File: config.mk
export PLATFORM = sky130hd
export DESIGN_NAME = voxel_ray_traversal
export DESIGN_NICKNAME = d
export VERILOG_FILES = /design/src/sv/vrt_pkg.sv /design/src/sv/vrt_front.sv /design/src/sv/vrt_back.sv /design/src/sv/voxel_ray_traversal.sv
export VERILOG_INCLUDE_DIRS = /design/src /design/src/sv
export SDC_FILE = /design/constraint.sdc
export NUM_CORES = 2
export LEC_CHECK = 0
export BUFFER_PORTS_ARGS = -buffer_cell sky130_fd_sc_hd__buf_4
export CORE_MARGIN = 2
export CORE_UTILIZATION = 60
export CTS_CLUSTER_DIAMETER = 60
export DETAILED_ROUTE_END_ITERATION = 8
export PLACE_DENSITY = 0.86
export SLEW_MARGIN = 20
export SYNTH_ARGS = -nofsm -noshare
export SYNTH_HDL_FRONTEND = slang
export SYNTH_HIERARCHICAL = 1
export SYNTH_SLANG_ARGS = --single-unit
File: constraint.sdc
create_clock -name i_clk -period 26.3 [get_ports i_clk]
set_input_delay 3.945 -clock i_clk [delete_from_list [all_inputs] [get_ports i_clk]]
set_output_delay 3.945 -clock i_clk [all_outputs]
set_load 0.05 [all_outputs]
File: src/sv/voxel_ray_traversal_assert.svh
// Assertion macros used by the traversal back end.
`ifndef VOXEL_RAY_TRAVERSAL_ASSERT_SVH
`define VOXEL_RAY_TRAVERSAL_ASSERT_SVH

// Check that an implication holds on every clock edge outside reset.
`define VRT_ASSERT_IMPL(label, clk, rst_n, cond, prop) \
    label: assert property (@(posedge clk) disable iff (!rst_n) (cond) |-> (prop)) \
        else $error("assertion failed");

// Check that an implication holds in the cycle after its condition.
`define VRT_ASSERT_NEXT(label, clk, rst_n, cond, prop) \
    label: assert property (@(posedge clk) disable iff (!rst_n) (cond) |=> (prop)) \
        else $error("assertion failed");

`endif

File: src/sv/vrt_pkg.sv
`timescale 1ns / 1ps
package vrt_pkg;
    localparam int unsigned OriginW = 32;
    localparam int unsigned DirW    = 16;
    localparam int unsigned CellW   = 24;
    localparam int unsigned DistW   = 32;
    localparam int unsigned DeltaW  = 24;
    localparam int unsigned ReachW  = 12;
    localparam int unsigned QuoW    = 23;
    localparam logic [DeltaW-1:0] DeltaSat = '1;
    localparam logic [ReachW-1:0] ReachReset = 12'd2048;

    typedef struct packed {
        logic signed [OriginW-1:0] origin_x;
        logic signed [OriginW-1:0] origin_y;
        logic signed [OriginW-1:0] origin_z;
        logic signed [DirW-1:0]    dir_x;
        logic signed [DirW-1:0]    dir_y;
        logic signed [DirW-1:0]    dir_z;
    } t_ray;

    typedef struct packed {
        logic signed [CellW-1:0] voxel_x;
        logic signed [CellW-1:0] voxel_y;
        logic signed [CellW-1:0] voxel_z;
        logic [ReachW-1:0]       entry_distance;
        logic                    last;
    } t_voxel;

    // One axis set up by the front part.
    typedef struct packed {
        logic [CellW-1:0]  pos;
        logic [DistW-1:0]  bound;
        logic [DeltaW-1:0] delta;
        logic              neg;
    } t_axis;

    typedef struct packed {
        t_axis ax;
        t_axis ay;
        t_axis az;
    } t_setup;
endpackage

File: src/sv/vrt_front.sv
`timescale 1ns / 1ps
module vrt_front import vrt_pkg::*; (
    input  logic   i_clk,
    input  logic   i_rst_n,
    input  logic   i_push,
    output logic   o_full,
    input  t_ray   i_ray,
    output logic   o_valid,
    input  logic   i_ready,
    output t_setup o_setup
);
    typedef enum logic [2:0] {S_IDLE, S_DIV, S_MUL, S_DONE} t_state;

    t_state r_state;
    logic [1:0] r_axis;
    logic [4:0] r_bit;
    logic [QuoW-1:0] r_quo;
    logic [QuoW-1:0] r_rem;
    logic [15:0] r_mag;
    t_ray r_ray;
    t_setup r_setup;

    logic [OriginW-1:0] w_org;
    logic signed [DirW-1:0] w_dir;
    logic [OriginW-1:0] w_sh;
    logic [8:0] w_mul;
    logic [QuoW:0] w_trial;
    logic [DeltaW-1:0] w_delta;
    logic [DeltaW+8:0] w_prod;
    t_axis w_ax;

    always_comb begin
        case (r_axis)
            2'd0: begin w_org = r_ray.origin_x; w_dir = r_ray.dir_x; end
            2'd1: begin w_org = r_ray.origin_y; w_dir = r_ray.dir_y; end
            default: begin w_org = r_ray.origin_z; w_dir = r_ray.dir_z; end
        endcase
        w_sh = w_org + 32'd128;
        w_trial = {r_rem, r_quo[QuoW-1]} - {8'd0, r_mag};
        if (r_mag == 16'd0) w_delta = DeltaSat;
        else w_delta = {1'b0, r_quo};
        if (w_dir[DirW-1]) w_mul = {1'b0, w_sh[7:0]};
        else w_mul = 9'd256 - {1'b0, w_sh[7:0]};
        w_prod = w_delta * w_mul;
        w_ax.pos = w_sh[OriginW-1:8];
        w_ax.delta = w_delta;
        w_ax.neg = w_dir[DirW-1];
        w_ax.bound = {7'd0, w_prod[DeltaW+8:8]};
    end

    assign o_full = (r_state != S_IDLE);
    assign o_valid = (r_state == S_DONE);
    assign o_setup = r_setup;

    // Per axis: restoring divide of 2^22 by |dir|, one quotient bit per cycle, then a multiply step.
    always_ff @(posedge i_clk) begin
        if (!i_rst_n) begin
            r_state <= S_IDLE;
            r_axis <= '0;
            r_bit <= '0;
        end else begin
            case (r_state)
                S_IDLE: if (i_push) begin
                    r_ray <= i_ray;
                    r_axis <= 2'd0;
                    r_state <= S_DIV;
                    r_bit <= '0;
                    r_quo <= 23'h400000;
                    r_rem <= '0;
                    r_mag <= i_ray.dir_x[DirW-1] ? 16'(-i_ray.dir_x) : i_ray.dir_x;
                end
                S_DIV: begin
                    if (w_trial[QuoW]) begin
                        r_rem <= {r_rem[QuoW-2:0], r_quo[QuoW-1]};
                        r_quo <= {r_quo[QuoW-2:0], 1'b0};
                    end else begin
                        r_rem <= w_trial[QuoW-1:0];
                        r_quo <= {r_quo[QuoW-2:0], 1'b1};
                    end
                    r_bit <= r_bit + 5'd1;
                    if (r_bit == 5'(QuoW - 1)) r_state <= S_MUL;
                end
                S_MUL: begin
                    case (r_axis)
                        2'd0: r_setup.ax <= w_ax;
                        2'd1: r_setup.ay <= w_ax;
                        default: r_setup.az <= w_ax;
                    endcase
                    if (r_axis == 2'd2) r_state <= S_DONE;
                    else begin
                        r_axis <= r_axis + 2'd1;
                        r_bit <= '0;
                        r_quo <= 23'h400000;
                        r_rem <= '0;
                        r_state <= S_DIV;
                        if (r_axis == 2'd0)
                            r_mag <= r_ray.dir_y[DirW-1] ? 16'(-r_ray.dir_y) : r_ray.dir_y;
                        else
                            r_mag <= r_ray.dir_z[DirW-1] ? 16'(-r_ray.dir_z) : r_ray.dir_z;
                    end
                end
                S_DONE: if (i_ready) r_state <= S_IDLE;
                default: r_state <= S_IDLE;
            endcase
        end
    end
endmodule

File: src/sv/vrt_back.sv
`timescale 1ns / 1ps
`include "voxel_ray_traversal_assert.svh"
module vrt_back import vrt_pkg::*; #(
    parameter int unsigned MaxSteps = 64
) (
    input  logic              i_clk,
    input  logic              i_rst_n,
    input  logic [ReachW-1:0] i_reach,
    input  logic              i_valid,
    output logic              o_ready,
    input  t_setup            i_setup,
    output logic              o_empty,
    input  logic              i_pop,
    output t_voxel            o_voxel
);
    localparam int unsigned CntW = $clog2(MaxSteps + 1);

    logic r_busy, r_out_v;
    t_setup r_s;
    logic [DistW-1:0] r_dist;
    logic [CntW-1:0] r_n;
    logic [ReachW-1:0] r_reach;
    t_voxel r_out;

    logic [1:0] w_sel;
    t_axis w_a, w_na;
    logic [DistW:0] w_sum;
    logic w_last, w_go;

    always_comb begin
        if (r_s.ax.bound < r_s.ay.bound && r_s.ax.bound < r_s.az.bound) w_sel = 2'd0;
        else if (r_s.az.bound < r_s.ay.bound) w_sel = 2'd2;
        else w_sel = 2'd1;
        case (w_sel)
            2'd0: w_a = r_s.ax;
            2'd2: w_a = r_s.az;
            default: w_a = r_s.ay;
        endcase
        w_na = w_a;
        w_na.pos = w_a.neg ? w_a.pos - 24'd1 : w_a.pos + 24'd1;
        w_sum = {1'b0, w_a.bound} + {9'd0, w_a.delta};
        w_na.bound = w_sum[DistW] ? '1 : w_sum[DistW-1:0];
        w_last = !(w_a.bound < {20'd0, r_reach}) || (r_n == CntW'(MaxSteps - 1));
        w_go = r_busy && (!r_out_v || i_pop);
    end

    assign o_ready = !r_busy;
    assign o_empty = !r_out_v;
    assign o_voxel = r_out;

    // Emit one voxel per cycle; the walk stalls while the result is held.
    always_ff @(posedge i_clk) begin
        if (!i_rst_n) begin
            r_busy <= 1'b0;
            r_out_v <= 1'b0;
        end else begin
            if (w_go) r_out_v <= 1'b1;
            else if (i_pop) r_out_v <= 1'b0;
            if (!r_busy && i_valid) begin
                r_s <= i_setup;
                r_dist <= '0;
                r_n <= '0;
                r_reach <= i_reach;
                r_busy <= (i_reach != '0);
            end else if (w_go) begin
                r_out.voxel_x <= r_s.ax.pos;
                r_out.voxel_y <= r_s.ay.pos;
                r_out.voxel_z <= r_s.az.pos;
                r_out.entry_distance <= r_dist[ReachW-1:0];
                r_out.last <= w_last;
                case (w_sel)
                    2'd0: r_s.ax <= w_na;
                    2'd2: r_s.az <= w_na;
                    default: r_s.ay <= w_na;
                endcase
                r_dist <= w_a.bound;
                r_n <= r_n + CntW'(1);
                if (w_last) r_busy <= 1'b0;
            end
        end
    end

    `VRT_ASSERT_NEXT(a_hold_result, i_clk, i_rst_n, r_out_v && !i_pop, r_out_v && $stable(r_out))
    `VRT_ASSERT_NEXT(a_last_ends_walk, i_clk, i_rst_n, w_go && w_last, !r_busy)
    `VRT_ASSERT_IMPL(a_step_cap, i_clk, i_rst_n, r_busy, r_n < CntW'(MaxSteps))
endmodule

File: src/sv/voxel_ray_traversal.sv
`timescale 1ns / 1ps
// channel  | handshake        | payload
// ray in   | i_push / o_full  | i_ray   (t_ray)
// voxel out| o_empty / i_pop  | o_voxel (t_voxel)
// config   | i_cfg_we         | i_cfg_data (max_reach)
// Setup runs three reciprocal divides per ray in turn on one shared divider,
// each followed by a multiply step for its axis; then the setup is handed off.
// The walk then emits one voxel per cycle while pops keep up, up to MaxSteps
// voxels; the back end first loads the setup, then registers the first voxel.
// Reset is synchronous; max_reach returns to 2048.
// A stalled pop holds the walk; the front can set up the next ray meanwhile.
module voxel_ray_traversal import vrt_pkg::*; #(
    parameter int unsigned MaxSteps = 64
) (
    input  logic              i_clk,
    input  logic              i_rst_n,
    input  logic              i_push,
    output logic              o_full,
    input  t_ray              i_ray,
    output logic              o_empty,
    input  logic              i_pop,
    output t_voxel            o_voxel,
    input  logic              i_cfg_we,
    input  logic [ReachW-1:0] i_cfg_data
);
    logic [ReachW-1:0] r_reach;
    logic w_valid, w_ready;
    t_setup w_setup;

    // hold the reach register
    always_ff @(posedge i_clk) begin
        if (!i_rst_n) r_reach <= ReachReset;
        else if (i_cfg_we) r_reach <= i_cfg_data;
    end

    vrt_front u_front (
        .i_clk, .i_rst_n, .i_push, .o_full, .i_ray,
        .o_valid(w_valid), .i_ready(w_ready), .o_setup(w_setup)
    );

    vrt_back #(.MaxSteps(MaxSteps)) u_back (
        .i_clk, .i_rst_n, .i_reach(r_reach), .i_valid(w_valid), .o_ready(w_ready),
        .i_setup(w_setup), .o_empty, .i_pop, .o_voxel
    );
endmodule

==> flow_summary.ini <==
[run_status]
run_status = complete, but fails checks
violations_in_the_final_reports = DRC

[synthesis]
synth_area_leaders = sky130_fd_sc_hd__edfxtp_1 (52%), sky130_fd_sc_hd__fa_1 (7.1%), sky130_fd_sc_hd__ha_1 (6.4%)
ys_seq_area_frac = 0.533
synth_area_um2 = 44300
ys_ff_latch = 795
count_of_synthesis_stage_warnings_from_yosys = 6
ys.flop_type = sky130_fd_sc_hd__edfxtp_1
synth_edf_count = 772
synth_async_sr_flop_share = 0
synthesis.instances = 3878
synth_area_leader_cell = sky130_fd_sc_hd__edfxtp_1
synthDominantCellAreaShare = 0.523
post_synth.cell_area_avg_um2 = 11.4
yosysUniqueCellTypes = 101

[route]
detail_route.first_pass.iterations = 8
drt-total-wl_um = 113000
vias = 31648
detailedRoute.firstIterationViolations = 3852
detail_route.drc_violations = 10
detail-route-antenna-nets = 0
routed_via_density = 6.15
wire_per_inst_um = 22.0

[clocking]
cts.reportedPaths.clkPinSlew_ns = 0.06
tritoncts = built
cts.root.buffer_cell = sky130_fd_sc_hd__clkbuf_16
clkLatencyLatePin_ns = 0.64
cts-htree-levels = 3
clock_path_buffers = 3
numClockSinks = 795
cts_buffers = 83
cts.repair.resized = 0
postCtsHoldBufs = 0
cts_post_setup_buffers_inserted = 0

[place]
detailed_place_hpwl_um = 78500
placement.setup.worst_slack_ns = 18.20
routabilityCongestion = 1.00
placed_area_um2 = 47200
numPortBuffers = 247

[power]
p_per_area_nw_per_um2 = 65.9
sw_frac_of_total = 0.283
p_sw_mw = 0.929
power_leakage_nw = 20.3
clkPwrFrac = 0.344
pwr-share-seq = 0.452
internal_power_mw = 2.35
fraction_of_power_consumed_by_combinational_cells = 0.203
ir_drop_mv = 0.0700

[die]
floorplan.rows = 99
fp.dieArea_um2 = 76100
height_of_the_die_um = 276
placeableCoreArea_um2 = 73100
ios = 248
die_w_um = 276
starting_density_of_the_core = 0.607

[sta]
hold-worst-slack_ns = 0.418
final_period_minus_worst_setup_slack_ns = 8.34
final_hold_viol_count = 0
min_period_over_period = 0.317
setup_viol_count_final = 0
worst-slew-pin-transition_ns = 1.12
timing_max_transition_violations_final = 0
slew_headroom = 0.251
finClkSkew_ns = 0.0281
fin_setup_tns_ns = 0
setup_repair_after_global_routing_missed_its_margin = no
post-route-worst-setup-slack_ns = 17.96
max_freq_mhz = 120

[hold_path]
class_of_the_tightest_hold_or_removal_check = reg2reg

[job]
maxCapViolations = 0

[grt]
first_global_vias = 31409
global_route_usage_over_all_layers = 0.294
overflow = 0
largest_net_degree_at_the_start_of_global_routing = 198
grt_first_pass_wirelength_um = 173000
antenna_found_initial = 3

[layout]
area_growth_syn_to_layout_pct = 12.3
post_route_cells_drive_above_1_share = 0.116
num_antenna_cells = 0
final_net_count = 4661
final_cell_area_um2 = 49800
utilization = 0.681

[setup_path]
critical_path_arrival_ns = 8.68
critPathLaunchType = flip-flop
end_kind = flip-flop
critPathMaxFanout = 66
crit_required_ns = 26.64
setup.worst_path.class = reg2reg
==> cell type report <==
class / instances / area (µm²)
well taps: 959 / 1200
flip-flops and latches: 795 / 23600
clock inverters: 49 / 392
repair buffers: 291 / 2200
fillers: 5035 / 23300
clock buffers: 105 / 2210
inverters: 321 / 1210
multi-input cells: 2625 / 18900
==> through the flow <==
| stage | total power, mW | cells |
|---|---|---|
| 2_1_floorplan | 1.96 | 3898 |
| 3_3_place_gp | 2.12 | 4991 |
| 3_5_place_dp | 2.16 | 4991 |
| 4_1_cts | 3.28 | 5145 |
| 5_1_grt | 3.40 | 5145 |
| 6_report | 3.28 | 5145 |
==> state kept, by name, summed over array words and instances, names as in the netlist, 16 cells and up <==
register / flops
u_back/r_s: 243
u_front/o_setup: 222
u_front/r_ray: 129
u_back/o_voxel: 85
u_front/r_quo: 23
u_front/r_rem: 23
u_front/r_mag: 16
==> per-layer routing <==
| layer | track usage | part of all wire | vias to the layer above |
|---|---|---|---|
| met4 | 0.112 | 0.038 | 4 |
| met3 | 0.0610 | 0.10 | 298 |
| li1 | - | - | 14254 |
| met2 | 0.482 | 0.48 | 1794 |
| met1 | 0.389 | 0.38 | 15298 |
| met5 | 0 | 0.00048 | - |
==> cell usage in the layout (no fill, tap or decap), drive strengths merged, types with 21 or more instances in the layout <==
master | netlist | routed
o21ai | 177 | 177
nand3 | 58 | 58
and3 | 23 | 23
nand2 | 539 | 539
inv | 321 | 326
buf | 70 | 291
fa | 157 | 157
a21oi | 182 | 182
clkinv | 0 | 36
a21o | 107 | 107
dfxtp | 23 | 23
nor2 | 325 | 325
conb | 1 | 21
o21a | 49 | 49
a211oi | 34 | 34
nand4 | 32 | 32
and2 | 50 | 50
a22o | 29 | 29
nor3 | 41 | 41
o211ai | 21 | 21
nand2b | 37 | 37
xnor2 | 79 | 79
edfxtp | 772 | 772
mux2i | 81 | 81
ha | 226 | 226
or3 | 23 | 23
nor2b | 28 | 28
xor2 | 59 | 59
nor4 | 23 | 23
clkbuf | 87 | 105
==> power groups by stage <==
stage | registers, mW | clock network [mW] | logic (mW)
final | 1.48 | 1.13 | 0.667
after global routing | 1.48 | 1.19 | 0.734
after CTS | 1.48 | 1.14 | 0.654
after detailed placement | 1.51 | 0 | 0.647
after global placement | 1.51 | 0 | 0.611
after floorplan | 1.51 | 0 | 0.455
==> path summary, 6_finish.rpt <==
kind	start	endpoint	slack, ns	depth (start not counted)
setup / recovery	u_front/r_axis[0]	u_front/o_setup[128]	17.96	27
hold / removal	u_back/r_dist[9]	u_back/o_voxel[10]	0.42	0
setup reg to reg	u_front/r_axis[0]	u_front/o_setup[128]	17.96	27
hold reg to reg	u_back/r_dist[9]	u_back/o_voxel[10]	0.42	0
==> logic make-up (layout without fill, tap and decap cells) <==
logic type / count (synthesis) / in the layout / share of synthesized area
AOI/OAI and AO/OA: 757 / 757 / 0.114
and+or+nand+nor: 1239 / 1239 / 0.127
buffers and inverters: 478 / 766 / 0.0442
other: 1 / 21 / 0.0000846
DFF: 795 / 795 / 0.533
muxes: 87 / 87 / 0.0198
xor gates and xnor gates: 138 / 138 / 0.0273
adders and majority gates: 383 / 383 / 0.135
==> worst max-delay path: stages (launching register included) <==
cell	delay, ns
sky130_fd_sc_hd__dfxtp_1	0.40
sky130_fd_sc_hd__inv_1	0.09
sky130_fd_sc_hd__ha_2	0.21
sky130_fd_sc_hd__buf_4	0.34
sky130_fd_sc_hd__a22o_1	0.32
sky130_fd_sc_hd__a21o_1	0.17
sky130_fd_sc_hd__buf_4	0.23
sky130_fd_sc_hd__inv_1	0.34
sky130_fd_sc_hd__ha_1	0.26
sky130_fd_sc_hd__and3_1	0.18
sky130_fd_sc_hd__nor2_1	0.07
sky130_fd_sc_hd__xnor2_1	0.64
sky130_fd_sc_hd__nand2_1	0.17
sky130_fd_sc_hd__fa_1	0.51
sky130_fd_sc_hd__fa_1	0.56
sky130_fd_sc_hd__inv_1	0.06
sky130_fd_sc_hd__fa_1	0.53
sky130_fd_sc_hd__inv_1	0.07
sky130_fd_sc_hd__fa_1	0.55
sky130_fd_sc_hd__inv_1	0.05
sky130_fd_sc_hd__ha_1	0.21
sky130_fd_sc_hd__a21oi_1	0.40
sky130_fd_sc_hd__o2111ai_1	0.28
sky130_fd_sc_hd__a211oi_4	0.39
sky130_fd_sc_hd__o21a_1	0.20
sky130_fd_sc_hd__o21ai_1	0.11
sky130_fd_sc_hd__o41ai_1	0.42
sky130_fd_sc_hd__xnor2_1	0.23
==> cell usage after synthesis, drive strengths merged (12+ instances only) <==
cell type,n
or3,23
fa,157
nand4,32
a31oi,16
a22o,29
a21o,107
a211oi,34
o22a,13
nand3,58
nand2b,37
o21ai,177
xnor2,79
ha,226
a21oi,182
or2,12
nor2,325
nor3,41
buf,70
o211ai,21
and3,23
dfxtp,23
mux2i,81
o31ai,20
xor2,59
nand2,539
clkbuf,87
edfxtp,772
o21a,49
inv,321
nor4,23
nor2b,28
and2,50
or4,17
Power figures use the tool's default switching activity.
